### config.mk
export PLATFORM = sky130hd
export DESIGN_NAME = blur_queue
export DESIGN_NICKNAME = d
export VERILOG_FILES = /design/src/hdl/blur_pkg.sv /design/src/hdl/blur_queue.sv
export SDC_FILE = /design/constraint.sdc
export NUM_CORES = 1
export LEC_CHECK = 0
export ABC_AREA = 1
export BUFFER_PORTS_ARGS = -buffer_cell sky130_fd_sc_hd__clkbuf_2
export CAP_MARGIN = 40
export CORE_MARGIN = 5
export CORE_UTILIZATION = 45
export DETAILED_ROUTE_END_ITERATION = 8
export PLACE_DENSITY_LB_ADDON = 0.15
export REMOVE_ABC_BUFFERS = 1
export SYNTH_ARGS = -nofsm -noshare
export SYNTH_HDL_FRONTEND = slang
export SYNTH_SLANG_ARGS = --single-unit
### constraint.sdc
create_clock -name i_clk -period 14.8 [get_ports i_clk]
set_clock_uncertainty 0.2 [all_clocks]
set_input_delay 2.22 -clock i_clk [delete_from_list [all_inputs] [get_ports i_clk]]
set_output_delay 2.22 -clock i_clk [all_outputs]
set_load 0.005 [all_outputs]
### src/hdl/blur_pkg.sv
package blur_pkg;

    // Register file layout
    localparam int WIDTH_CFG_W   = 12;
    localparam int HEIGHT_CFG_W  = 16;
    localparam int CFG_DATA_W    = 16;
    localparam int CFG_IDX_W     = 1;

    localparam logic [CFG_IDX_W-1:0] CFG_IDX_WIDTH  = 1'b0;
    localparam logic [CFG_IDX_W-1:0] CFG_IDX_HEIGHT = 1'b1;

    localparam logic [WIDTH_CFG_W-1:0]  WIDTH_RST  = 12'd640;
    localparam logic [HEIGHT_CFG_W-1:0] HEIGHT_RST = 16'd480;

    // Defaults for top-level parameters
    localparam int MAX_WIDTH_DEF   = 2048;
    localparam int QUEUE_DEPTH_DEF = 4;

    localparam int CHAN_W = 8;
    localparam int PIX_W  = 3 * CHAN_W;
    localparam int ACC_W  = CHAN_W + 4;

    // Red sits in the low byte, matching the stream packing
    typedef struct packed {
        logic [CHAN_W-1:0] blue;
        logic [CHAN_W-1:0] green;
        logic [CHAN_W-1:0] red;
    } t_pix;

    // Which results a beat causes, and how its window edges clamp
    typedef struct packed {
        logic [3:0] mask;    // bit0 (r-1,c-1), bit1 (r-1,W-1), bit2 (r,c-1), bit3 (r,W-1)
        logic       r_ge2;
        logic       r_ge1;
        logic       c_ge2;
        logic       c_ge1;
    } t_sel;

    // Window: index row*3+col, row 0 oldest line, col 2 newest column
    typedef struct packed {
        t_pix [8:0] win;
        t_sel       sel;
    } t_job;

    typedef struct packed {
        logic full;
        logic afull;
    } t_q_stat;

endpackage

### src/hdl/blur_queue.sv
module blur_queue #(
    parameter int DEPTH = blur_pkg::QUEUE_DEPTH_DEF
) (
    input  logic               i_clk,
    input  logic               i_rst_n,
    input  logic               i_push,
    input  blur_pkg::t_job     i_job,
    input  logic               i_pop,
    output logic               o_valid,
    output blur_pkg::t_job     o_job,
    output blur_pkg::t_q_stat  o_stat
);

    localparam int PW = $clog2(DEPTH);
    localparam int NW = $clog2(DEPTH + 1);

    blur_pkg::t_job r_mem [DEPTH];
    logic [PW-1:0]  r_wp, r_rp;
    logic [NW-1:0]  r_cnt;
    logic           do_pop;

    assign do_pop = i_pop && (r_cnt != '0);

    always_ff @(posedge i_clk) begin
        if (i_push) begin
            r_mem[r_wp] <= i_job;
        end
    end

    always_ff @(posedge i_clk) begin
        if (!i_rst_n) begin
            r_wp  <= '0;
            r_rp  <= '0;
            r_cnt <= '0;
        end else begin
            if (i_push) begin
                r_wp <= (r_wp == PW'(DEPTH - 1)) ? '0 : r_wp + PW'(1);
            end
            if (do_pop) begin
                r_rp <= (r_rp == PW'(DEPTH - 1)) ? '0 : r_rp + PW'(1);
            end
            if (i_push && !do_pop) begin
                r_cnt <= r_cnt + NW'(1);
            end else if (do_pop && !i_push) begin
                r_cnt <= r_cnt - NW'(1);
            end
        end
    end

    assign o_valid      = (r_cnt != '0);
    assign o_job        = r_mem[r_rp];
    assign o_stat.full  = (r_cnt >= NW'(DEPTH));
    assign o_stat.afull = (r_cnt >= NW'(DEPTH - 1));

endmodule

=== Word-level counts from Yosys, hierarchy flattened ===
Memory sizes are Yosys's and may differ from the RTL's. A register that Yosys moved wholly into a read port is not among the register bits.
Cells that the tools add are included.

* Add/sub/neg operators: 4
* $lt $le $gt $ge: 2
* Equality and inequality tests: 2
* Multiplexer cells: 8
* Reductions and logical operators: 7

{| class="wikitable"
|+ Operator list
! operator !! number
|-
| $mux W2 || 4
|-
| $mux W3 || 2
|-
| $add A2 B1 Y2 const B || 2
|-
| $eq A2 B2 Y1 const B || 2
|-
| $add A3 B1 Y3 const B || 1
|-
| $ge A3 B2 Y1 const B || 1
|-
| $ge A3 B3 Y1 const B || 1
|-
| $logic_and A1 B1 Y1 || 3
|-
| $reduce_bool A3 Y1 || 1
|-
| $sub A3 B1 Y3 const B || 1
|-
| $logic_not A1 Y1 || 2
|-
| $mux W1 || 2
|-
| $reduce_bool A2 Y1 || 1
|}

* Flip-flop bits (word level): 7
* Memory bits (writable): 896
* Bits of input ports: 228
* Word-level logic and storage cells: 27
* Memories kept: 1

{| class="wikitable"
|+ Memories
! name !! depth !! bits a word !! read ports !! clocked after Yosys merged registers in !! write ports !! line !! source
|-
| r_mem || 4 || 224 || 1 || 1 || 1 || blur_queue.sv:17 || <nowiki>blur_pkg::t_job r_mem [DEPTH];</nowiki>
|}

=== Logic depth before layout (Yosys ltp) ===
* Depth after elaboration: 5
* Depth in mapped cells: 12

=== Worst setup path after synthesis ===
Ideal clock, no wire load.

* Path kind: input to register
* From: in i_push
* To: mem r_mem[3][0] in the netlist's numbering, enable pin
* Data arrival time: 6.554 ns
* Required time: 14.025 ns
* Slack: 7.470 ns
* Stages on the path: 2
* Buffers on the path: 0
* Cells stage by stage: nand2_1 > inv_1

* Cells in the longest elaborated chain, start to end: 2

{| class="wikitable"
|+ RTL lines
! element !! line !! source
|-
| start: declaration || blur_queue.sv:6 || <nowiki>input logic i_push,</nowiki>
|-
| $mux W1 || blur_queue.sv:25 || <nowiki>if (i_push) begin</nowiki>
|-
| $mux W1 (implied by the code) || blur_queue.sv:26 || <nowiki>r_mem[r_wp] <= i_job;</nowiki>
|-
| end: declaration || blur_queue.sv:17 ||
|}

No other way between the ends.

==> flow_summary.toml <==
[clock_tree]
cts_made_buffers = 92
cts_tree = "done"
clockBufferDepth = 3
cts_num_sinks = 905
worstSkewPairLatency_ns = 0.62
ctsHoldBuffers = 0
clk_pin_slew_worst_paths_ns = 0.06
post_cts_buffers = 0
cts.htree.levels = 3
cts-root-buf = "clkbuf_16"
cts_resized = 0

[power_and_ir_drop]
p_sw_mw = 1.856
ir_drop_v = 0.0001121
power_leakage_nw = 13.79
powerDensity_nw_per_um2 = 164.8
swShare_pct = 28.45
power.share.clock_pct = 33.6
p_seq_share_pct = 45.8
p_int_mw = 4.668
p_comb_share_pct = 20.6

[worst_hold_path]
min_path_type = "flop to flop"

[layout]
drive_above_1_share_pct = 22.43
num-fill-cells = 6107
syn_to_final_growth_pct = 17.32
final_cell_area_um2 = 39600
multiInputGateArea_um2 = 5565
regArea_um2 = 27090
nets = 2893

[drt]
drc = 0
routed_wl_mm = 81.01
vias = 20160
post_drt_wl_per_cell_um = 21.82
drt_iter0_drc = 1538
ant_nets = 0
post_drt_via_cell_ratio = 5.428
firstDrtPassIters = 5

[global_route]
track_usage_pct = 19.26
grt_pass1_wl_mm = 120.7
grt_max_degree = 220
antenna_found_initial = 20
grt_pass1_vias = 20140
grt-ovfl-total = 0

[sta]
finalSetupTns_ns = 0
tightestPinTransition_ns = 1.228
rsz0062_at_grt = "no"
setup_viol = 0
slew_headroom_pct = 18.10
fin_crit_sh_pct = 41.52
hold_viol = 0
finalWorstPathRequiredPeriod_ns = 6.145
slew_violations = 0
max_freq_mhz = 162.7

[placement]
placed_area_um2 = 36710
io_buffers = 454
gp_congestion = 0.7804
dp_hpwl_mm = 47.23

[critical_path]
critPathKind = "flop to output pin"
arrival_ns = 3.72
cp_max_fo = 94
cp_common_cell = "buf_4"
start_kind = "flop"
cpMaxStageDelayCell = "buf_4"
end_kind = "output pin"
worstPathRequired_ns = 12.38
path_delay_family = "buffers and inverters"
crit_chain = "buf_4, buf_4, o21ai_0, o22ai_1, clkbuf_2"
critical-path-max-stage-delay_ns = 0.84
cp_num_buf_inv = 3

[synth]
syn_inst = 2229
ys_seq_area_share_pct = 80.26
syn_area_per_cell_um2 = 15.14
synth_seq_cells = 905
yosys_warnings = 0
synth_cell_type_count = 23
synth_area_um2 = 33750

[die]
num_rows = 100
dieArea_um2 = 80580
core_um2 = 74450
io-pin-count = 455
die_w_um = 283.9
die_h_um = 283.9
initial_utilization_pct = 45.33

[status]
status = "completed"

[job]
cap_violations = 0
==> power groups by stage <==
| stage | Clock [mW] | Sequential [mW] | Combinational (mW) |
|---|---|---|---|
| global route | 2.35 | 3.00 | 1.48 |
| floorplan | 0 | 3.12 | 0.638 |
| global placement | 0 | 3.05 | 1.30 |
| detailed placement | 0 | 3.04 | 1.36 |
| CTS | 2.24 | 2.99 | 1.37 |
| finish | 2.19 | 2.99 | 1.35 |
==> cells by family after synthesis <==
group                    synth area share [%]
flip-flops                              80.26
AO/OA/AOI/OAI                           10.96
AND/OR/NAND/NOR                         5.250
buffers and inverters                   3.255
adder cells (fa/ha/maj)                0.2817
==> state kept, by name, indices dropped and copies added (netlist names), named ones only <==
signal	flops
r_cnt	3
r_mem	896
r_wp	2
r_rp	2
==> synthesized netlist by cell type, drive strengths merged <==
cell	instances	area [um2]
inv	16	72.57
dfxtp	9	180.2
nand3	1	5.000
buf	87	793.3
o22ai	224	1401
edfxtp	896	26910
nor2	454	1704
o21ai	452	2262
nand3b	1	7.510
o211a	1	10.01
ha	6	75.07
nand4	1	6.260
nand2	13	48.80
clkbuf	62	232.7
fa	1	20.02
a21oi	5	25.02
==> through the flow <==
stage                     std cells  utilization, %  worst slack, ns  total power [mW]  hold slack, ns
after CTS                      3697           53.13            8.626             6.594          0.3096
after global placement         3522           48.92            9.358             4.349          0.2911
final                          3713           53.19            8.655             6.525          0.3106
after global routing           3706           53.16            8.357             6.833          0.3443
after floorplan                2080               -            1.709             3.757          0.2665
after detailed placement       3533           49.32            9.322             4.405          0.2968
==> path summary, 6_finish.rpt <==
kind | startpoint | endpoint | slack, ns | cells past startpoint
setup reg to reg | r_wp[0]$_SDFFE_PN0P_ | r_mem[2][97]$_DFFE_PP_ | 11.44 | 7
hold / removal | r_rp[1]$_SDFFE_PN0P_ | flop | 0.31 | 2
setup / recovery | flop | o_job[117] | 8.66 | 5
hold reg to reg | r_rp[1]$_SDFFE_PN0P_ | flop | 0.31 | 2
==> per-layer routing <==
| layer | share of wire [%] | vias up | wire (um) | global-route usage [%] |
|---|---|---|---|---|
| met5 | 0.083 | - | 67 | 0 |
| met1 | 41 | 10050 | 33000 | 25.03 |
| met2 | 49 | 592 | 39320 | 31.34 |
| met3 | 7.4 | 153 | 6009 | 5.317 |
| met4 | 3.2 | 10 | 2610 | 7.071 |
| li1 | - | 9350 | - | - |
==> worst register-to-register path, delay by kind of cell (launching register included) <==
family	cells	cell delay, ns
buffers and inverters	5	2.14
AND/OR/NAND/NOR	1	0.13
flip-flops	1	0.33
adder cells (fa/ha/maj)	1	0.18
==> placed cells by master (no fill, tap or decap), drive strengths merged <==
cell type,instances
inv,17
clkinvlp,3
clkbuf,569
bufinv,7
ha,6
fa,1
edfxtp,896
clkinv,38
nand4,1
nand3b,1
diode,16
o211a,1
nand2,13
o21ai,452
o22ai,224
buf,30
a21oi,5
nand3,1
nor2,454
dfxtp,9
==> area by class of cell <==
| class | count | area share, % |
|---|---|---|
| Inverter | 16 | 0.2717 |
| Multi-Input combinational cell | 1159 | 14.06 |
| Clock buffer | 115 | 6.032 |
| Timing Repair Buffer | 484 | 6.907 |
| Clock inverter | 49 | 1.147 |
| Antenna cell | 16 | 0.1011 |
| Sequential cell | 905 | 68.42 |
| Tap cell | 969 | 3.062 |
Power figures use the tool's default switching activity.
