--- src/hdl/blur_pkg.sv ---
package blur_pkg;

    // Register file layout
    localparam int WIDTH_CFG_W   = 12;
    localparam int HEIGHT_CFG_W  = 16;
    localparam int CFG_DATA_W    = 16;
    localparam int CFG_IDX_W     = 1;

    localparam logic [CFG_IDX_W-1:0] CFG_IDX_WIDTH  = 1'b0;
    localparam logic [CFG_IDX_W-1:0] CFG_IDX_HEIGHT = 1'b1;

    localparam logic [WIDTH_CFG_W-1:0]  WIDTH_RST  = 12'd640;
    localparam logic [HEIGHT_CFG_W-1:0] HEIGHT_RST = 16'd480;

    // Defaults for top-level parameters
    localparam int MAX_WIDTH_DEF   = 2048;
    localparam int QUEUE_DEPTH_DEF = 4;

    localparam int CHAN_W = 8;
    localparam int PIX_W  = 3 * CHAN_W;
    localparam int ACC_W  = CHAN_W + 4;

    // Red sits in the low byte, matching the stream packing
    typedef struct packed {
        logic [CHAN_W-1:0] blue;
        logic [CHAN_W-1:0] green;
        logic [CHAN_W-1:0] red;
    } t_pix;

    // Which results a beat causes, and how its window edges clamp
    typedef struct packed {
        logic [3:0] mask;    // bit0 (r-1,c-1), bit1 (r-1,W-1), bit2 (r,c-1), bit3 (r,W-1)
        logic       r_ge2;
        logic       r_ge1;
        logic       c_ge2;
        logic       c_ge1;
    } t_sel;

    // Window: index row*3+col, row 0 oldest line, col 2 newest column
    typedef struct packed {
        t_pix [8:0] win;
        t_sel       sel;
    } t_job;

    typedef struct packed {
        logic full;
        logic afull;
    } t_q_stat;

endpackage

--- src/hdl/blur_back.sv ---
module blur_back (
    input  logic                 i_clk,
    input  logic                 i_rst_n,
    input  logic                 i_valid,
    input  blur_pkg::t_job       i_job,
    output logic                 o_pop,
    output logic                 o_tvalid,
    input  logic                 i_tready,
    output blur_pkg::t_pix       o_tdata,
    output logic                 o_tlast,
    output logic                 o_tuser
);

    localparam int CW = blur_pkg::CHAN_W;
    localparam int AC = blur_pkg::ACC_W;

    logic            r_busy;
    blur_pkg::t_job  r_job;
    logic [3:0]      r_left;

    logic            r_ovalid;
    blur_pkg::t_pix  r_odata;
    logic            r_olast, r_ouser;

    logic            can_load, fire, last, take;
    logic [3:0]      cur;
    logic            use_prev_r, use_prev_c;
    logic [1:0]      rs [3];
    logic [1:0]      cs [3];
    blur_pkg::t_pix  ctr;
    blur_pkg::t_pix  nb [8];
    blur_pkg::t_pix  res;
    logic [AC-1:0]   acc_r, acc_g, acc_b;

    function automatic blur_pkg::t_pix pick(blur_pkg::t_pix [8:0] win,
                                            logic [1:0] row, logic [1:0] col);
        logic [3:0] idx;
        idx = 4'(row) * 4'd3 + 4'(col);
        return win[idx];
    endfunction

    assign can_load = !r_ovalid || i_tready;
    assign fire     = r_busy && can_load;
    assign cur      = r_left & (~r_left + 4'd1);
    assign last     = ((r_left & ~cur) == '0);
    assign take     = (!r_busy || (fire && last)) && i_valid;
    assign o_pop    = take;

    // Row and column choice, with edge clamping
    always_comb begin
        use_prev_r = cur[0] | cur[1];
        use_prev_c = cur[0] | cur[2];
        if (use_prev_r) begin
            rs[0] = r_job.sel.r_ge2 ? 2'd0 : 2'd1;
            rs[1] = 2'd1;
            rs[2] = 2'd2;
        end else begin
            rs[0] = r_job.sel.r_ge1 ? 2'd1 : 2'd2;
            rs[1] = 2'd2;
            rs[2] = 2'd2;
        end
        if (use_prev_c) begin
            cs[0] = r_job.sel.c_ge2 ? 2'd0 : 2'd1;
            cs[1] = 2'd1;
            cs[2] = 2'd2;
        end else begin
            cs[0] = r_job.sel.c_ge1 ? 2'd1 : 2'd2;
            cs[1] = 2'd2;
            cs[2] = 2'd2;
        end
    end

    always_comb begin
        int k;
        ctr   = pick(r_job.win, rs[1], cs[1]);
        nb[0] = pick(r_job.win, rs[0], cs[0]);
        nb[1] = pick(r_job.win, rs[0], cs[1]);
        nb[2] = pick(r_job.win, rs[0], cs[2]);
        nb[3] = pick(r_job.win, rs[1], cs[0]);
        nb[4] = pick(r_job.win, rs[1], cs[2]);
        nb[5] = pick(r_job.win, rs[2], cs[0]);
        nb[6] = pick(r_job.win, rs[2], cs[1]);
        nb[7] = pick(r_job.win, rs[2], cs[2]);
        // Center weighs eight, each neighbor one
        acc_r = {1'b0, ctr.red,   3'b000};
        acc_g = {1'b0, ctr.green, 3'b000};
        acc_b = {1'b0, ctr.blue,  3'b000};
        for (k = 0; k < 8; k++) begin
            acc_r = acc_r + AC'(nb[k].red);
            acc_g = acc_g + AC'(nb[k].green);
            acc_b = acc_b + AC'(nb[k].blue);
        end
        res.red   = acc_r[AC-1:AC-CW];
        res.green = acc_g[AC-1:AC-CW];
        res.blue  = acc_b[AC-1:AC-CW];
    end

    always_ff @(posedge i_clk) begin
        if (!i_rst_n) begin
            r_busy   <= 1'b0;
            r_ovalid <= 1'b0;
        end else begin
            if (take) begin
                r_busy <= 1'b1;
            end else if (fire && last) begin
                r_busy <= 1'b0;
            end
            if (can_load) begin
                r_ovalid <= fire;
            end
        end
    end

    always_ff @(posedge i_clk) begin
        if (take) begin
            r_job  <= i_job;
            r_left <= i_job.sel.mask;
        end else if (fire) begin
            r_left <= r_left & ~cur;
        end
        if (fire) begin
            r_odata <= res;
            r_olast <= last;
            r_ouser <= cur[3];
        end
    end

    assign o_tvalid = r_ovalid;
    assign o_tdata  = r_odata;
    assign o_tlast  = r_olast;
    assign o_tuser  = r_ouser;

endmodule

--- config.mk ---
export PLATFORM = sky130hd
export DESIGN_NAME = blur_back
export DESIGN_NICKNAME = d
export VERILOG_FILES = /design/src/hdl/blur_pkg.sv /design/src/hdl/blur_back.sv
export SDC_FILE = /design/constraint.sdc
export NUM_CORES = 1
export LEC_CHECK = 0
export BUFFER_PORTS_ARGS = -buffer_cell sky130_fd_sc_hd__buf_2
export CAP_MARGIN = 10
export CORE_AREA = 3 3 268 165
export DETAILED_ROUTE_END_ITERATION = 6
export DIE_AREA = 0 0 271 168
export PLACE_DENSITY = 0.83
export SETUP_SLACK_MARGIN = 0.3
export SLEW_MARGIN = 30
export SYNTH_ARGS = -nofsm -noshare
export SYNTH_HDL_FRONTEND = slang
export SYNTH_SLANG_ARGS = --single-unit
--- constraint.sdc ---
create_clock -name i_clk -period 8.7 [get_ports i_clk]
set_clock_uncertainty 0.05 [all_clocks]
set_input_delay 1.74 -clock i_clk [delete_from_list [all_inputs] [get_ports i_clk]]
set_output_delay 1.74 -clock i_clk [all_outputs]
set_load 0.02 [all_outputs]
======== Yosys cells after proc, flatten, opt, wreduce, memory -nomap -nowiden ========
Index checks and enable logic that the tools add are counted.
storage, ports and cells
  register bits ........................... 252
  word-level logic and storage cells ...... 129
cells by class
  add/sub/neg operators ................... 34
  bitwise operators ....................... 6
  muxes and demuxes ....................... 28
  magnitude comparators ................... 9
  reductions and logical operators ........ 10
  $mul .................................... 3
operators by type and width
  cell                 count
  $bmux 24 s4          9
  $add 12x8->12        21
  $mux 24              9
  $lt 4x5->1 const B   9
  $add 11x8->12        3
  $add 4x2->4          9
  $mul 2x2->4 const B  3
  $mux 6               2
  $and 4x4->4          2
  $mux 4               2
  $not 4->4            2
  $add 4x1->4 const B  1
  $logic_not 4->1      1
  $mux 1               4
  $mux 2               2
  $reduce_bool 2->1    2
  $logic_and 1x1->1    3
  $logic_not 1->1      2
  $logic_or 1x1->1     2
  $or 1x1->1           2

======== Longest topological paths before layout ========
  depth in word-level cells ............... 17
  mapped depth ............................ 35

======== Worst setup path after synthesis ========
OpenSTA, ideal clock, no wires.
  path type ............................... input to output
  start point ............................. in i_tready
  end point ............................... out o_pop
  path slack .............................. 0.416 ns
  stages .................................. 5
  required time ........................... 6.910 ns
  arrival time ............................ 6.494 ns
  path through ............................ nor2b_1 nand2b_1 nand2_1 nand2_1 inv_1
between the ends
  longest elaborated chain between the ends .. 5
RTL lines
  item               RTL line         source
  start, declared    blur_back.sv:8   input logic i_tready,
  $logic_or 1x1->1   blur_back.sv:42  assign can_load = !r_ovalid || i_tready;
  $logic_and 1x1->1  blur_back.sv:43  assign fire = r_busy && can_load;
  $logic_and 1x1->1  blur_back.sv:46  assign take = (!r_busy || (fire && last)) && i_valid;
  $logic_or 1x1->1   blur_back.sv:46
  $logic_and 1x1->1  blur_back.sv:46
  end, declared      blur_back.sv:6   output logic o_pop,
No other way between the ends.

======== Worst setup path after layout ========
  start point ............................. reg r_left[0]
  end point ............................... reg r_odata, in the netlist o_tdata[7] (data pin)
between the ends
  longest elaborated chain between the ends .. 17
  elaborated cells between the ends (all ways) .. 41
  classes of those cells .................. add/sub (17); mul (2); mux (18); bitwise (4)
RTL lines
  item                            RTL line          source
  start, declared                 blur_back.sv:19   logic [3:0] r_left;
  start signal, assigned          blur_back.sv:117  r_left <= i_job.sel.mask;
  start signal, assigned          blur_back.sv:119  r_left <= r_left & ~cur;
  $not 4->4                       blur_back.sv:44   assign cur = r_left & (~r_left + 4'd1);
  $add 4x1->4                     blur_back.sv:44
  $and 4x4->4 (*)                 blur_back.sv:44
  $or 1x1->1                      blur_back.sv:51   use_prev_r = cur[0] | cur[1];
  $mux 6                          blur_back.sv:53   if (use_prev_r) begin
  $mul 2x2->4                     blur_back.sv:38   idx = 4'(row) * 4'd3 + 4'(col);
  $add 4x2->4                     blur_back.sv:38
  $bmux 24 s4                     blur_back.sv:39   return win[idx];
  $mux 24 (not written as such)   blur_back.sv:39
  $add 11x8->12                   blur_back.sv:89   acc_r = acc_r + AC'(nb[k].red);
  $add 12x8->12 (5 in a row)      blur_back.sv:89
  $add 12x8->12 (*) (2 in a row)  blur_back.sv:89
  named net acc_r[11]             blur_back.sv:33   logic [AC-1:0] acc_r, acc_g, acc_b;
  end signal, assigned            blur_back.sv:122  r_odata <= res;
  end, declared                   blur_back.sv:22   blur_pkg::t_pix r_odata;
The timed path passes the listed nets; every way through them passes the cells marked *. The select of a mux whose other input is x is not followed.
A chain may end at the register's enable or synchronous reset.

==> results by group <==
Outcome
  – Status: finished with violations
  – Failing checks: DRC

Worst setup path
  – R2R Path End: o_tdata[7]$_DFFE_PP_
  – Critical path required time: roughly 9000 ps
  – CP endpoint kind: flip-flop
  – R2R cell count: 27
  – CP Data Arrival Time: 8320 ps
  – CP max FO: 24
  – Worst setup path end: o_tdata[7]$_DFFE_PP_
  – CP Class: flip-flop to flip-flop
  – Startpoint types: flip-flop
  – Worst r2r src: r_left[0]$_SDFFCE_PN0P_
  – Register-to-register setup slack: 670 ps
  – Critical path launch point: r_left[0]$_SDFFCE_PN0P_

Layout
  – P&R area growth vs syn: 13.06%
  – Share of layout cells above drive strength 1: 0.2594
  – Nets: 2668
  – N_diodes: 0
  – Util after Layout: 0.6224
  – Filler Cells Inserted: between 3000 and 4000

Global route
  – Vias in the first global route: just under 20000
  – Initial antenna violation count: 0
  – Pin count of the biggest net entering global routing: 84
  – Total gr overflow: 0
  – Global-route wire length before repair: 117.6 mm
  – Total track usage: 0.3402

Detailed routing
  – Post-route DRC violation count: 12
  – Routed wire length: 78.30 mm
  – Metal2 WL: 33.46 mm
  – Via density: 6.875
  – WL met1: about 29 mm
  – Detailed Routing Iterations Pass 1: 7
  – DR top layer: met4
  – Met3 Wirelength: 12.52 mm
  – Remaining antenna violation count: 0
  – Vias: 19347
  – Routed WL per cell: about 28 um
  – First DRT Iteration DRCs: 3247

Clock network
  – Clk Latency, worst-skew pair: 570 ps
  – Clock buffer depth: 3
  – Clock sinks: 252
  – CTS tree: built
  – Hold_buf cts: 0
  – H-tree depth: 1
  – Root Driver: clkbuf_16
  – CTS buffer count: 24
  – Clock slew at reported path FFs: 80 ps

Timing
  – Relative slew slack: 0.3308
  – Actual slew at the worst max-slew pin: 998.9 ps
  – Fmax: 124.6 MHz
  – Pins Over Slew Limit: 0
  – WHS: between 500 and 600 ps
  – RSZ-0062 raised after global routing: no
  – Final setup fails: 0
  – Setup_tns: 0 ps
  – Fin. Hold Viols: 0
  – Post-route clock period utilization: 0.9224
  – Min Clock Period, post-route: 8025 ps

Synthesis
  – Post-synthesis register bit count: 252
  – Post-synth top cells: 266 x nand2_1, 250 x edfxtp_1, 206 x inv_1, 167 x mux4_2, 153 x fa_1
  – Synth top area share: 0.3268
  – Ys flop type: edfxtp_1
  – Cell Area, Synth: around 23000 um^2
  – EDFF count, synth: 250
  – Mean Syn Cell Area: 11.35 um^2
  – Async SR Flop Fraction: 0
  – Cell variety after synth: 68
  – Syn Inst Count: a little over 2000
  – Sequential cell area fraction in the yosys report: 0.3285
  – Top-count cell post-synth: nand2_1
  – Yosys warnings: 0
  – Post-synth net total: 2466
  – Synth area leaders: edfxtp_1 33%, mux4_2 16%, fa_1 13%
  – Synth area leader: edfxtp_1

Placed design
  – Input/output buffers: 255
  – DP HPWL: 55.29 mm
  – Placer Congestion: 0.9872

Die
  – Initial Utilization: 0.5505
  – # rows: 58
  – Floorplan die height: 168 um
  – Die Area: 45530 um^2
  – Core area: between 40000 and 50000 um^2
  – # IOs: 256
  – Die Wd: 271 um

Run
  – Maxcap violations: 0

Min path
  – Hold Path Class: flip-flop to flip-flop
-- final cells by class --
class,count,area [um^2],area share
clock inverter,16,187.7,0.007226
multi-input combinational,1416,14190,0.5463
tap,570,713.2,0.02746
timing repair buffer,323,1906,0.07337
sequential,252,7547,0.2906
inverter,209,792.0,0.03050
clock buffer,28,636.9,0.02452
-- through the flow --
step | setup slack [ps] | cell area [um^2] | instances
2_1_floorplan | 416.2 | 22970 | 2024
3_3_place_gp | 974.2 | 25030 | 2764
3_5_place_dp | 648.8 | 25040 | 2764
4_1_cts | 620.1 | 25860 | 2808
5_1_grt | 329.1 | 25970 | 2814
6_report | 674.7 | 25970 | 2814
-- kinds of logic (layout without fill, tap and decap cells) --
kind of cell             Yosys count  count (layout)  share of synthesized area
buffers and inverters            356             576                    0.05986
XOR/XNOR                          25              25                    0.01018
adder cells (fa/ha/maj)          217             217                     0.1679
AND/OR/NAND/NOR                  466             466                    0.08878
multiplexers                     298             298                     0.2220
flip-flops                       252             252                     0.3285
AO/OA/AOI/OAI                    410             410                     0.1228
-- worst max-delay path, cell delays in order, from the launching register on --
cell and delay [ps]:
edfxtp_1 530, or3_1 420, inv_1 80, buf_4 330, ha_1 330, inv_2 250, xnor2_1 120, ha_2 290
a21oi_1 360, buf_4 340, xnor2_4 230, buf_12 250, nand2_1 70, a21oi_1 130, a21oi_1 80, fa_1 550
inv_1 70, fa_1 480, fa_1 550, inv_1 50, fa_1 470, inv_1 50, ha_1 320, inv_1 50
o31ai_1 430, a21oi_1 210, o211a_1 310, o311ai_0 400
-- layer usage --
layer,global-route usage,vias up
met5,0,-
met2,0.4943,1740
met4,0.1155,0
li1,-,7969
met1,0.4831,9361
met3,0.1130,277
-- worst min-delay path by stage --
stage | startpoint | cells after the start | endpoint | slack [ps]
finish | r_busy$_SDFFE_PN0P_ | 1 | o_tvalid$_SDFFE_PN0P_ | 530
global placement | r_busy$_SDFFE_PN0P_ | 1 | o_tvalid$_SDFFE_PN0P_ | 460
floorplan | r_busy$_SDFFE_PN0P_ | 1 | o_tvalid$_SDFFE_PN0P_ | 430
detailed placement | r_busy$_SDFFE_PN0P_ | 1 | o_tvalid$_SDFFE_PN0P_ | 490
global route | r_busy$_SDFFE_PN0P_ | 1 | o_tvalid$_SDFFE_PN0P_ | 560
CTS | r_busy$_SDFFE_PN0P_ | 1 | o_tvalid$_SDFFE_PN0P_ | 510
-- sequential cells by signal, indices dropped and copies added, names as in the netlist --
signal and flops:
o_tlast 1, r_job 220, o_tvalid 1, r_busy 1, r_left 4, o_tdata 24, o_tuser 1
-- placed cells by master, fill, tap and decap left out, types with 59 or more instances in the layout --
master    instances
a21oi_1         128
buf_2           255
buf_4            59
edfxtp_1        250
fa_1            153
inv_1           203
mux2i_1         110
mux4_2          167
nand2_1         266
nor2_1           59
o21ai_0          60
-- repair_timing --
action,in CTS,in global routing
setup endpoints to repair,0,2
buffers inserted,0,4
gates resized for setup,0,3
Power is left out: the tool's default activity adds up to more than one toggle a clock period on the data nets, which glitch-free logic cannot reach.
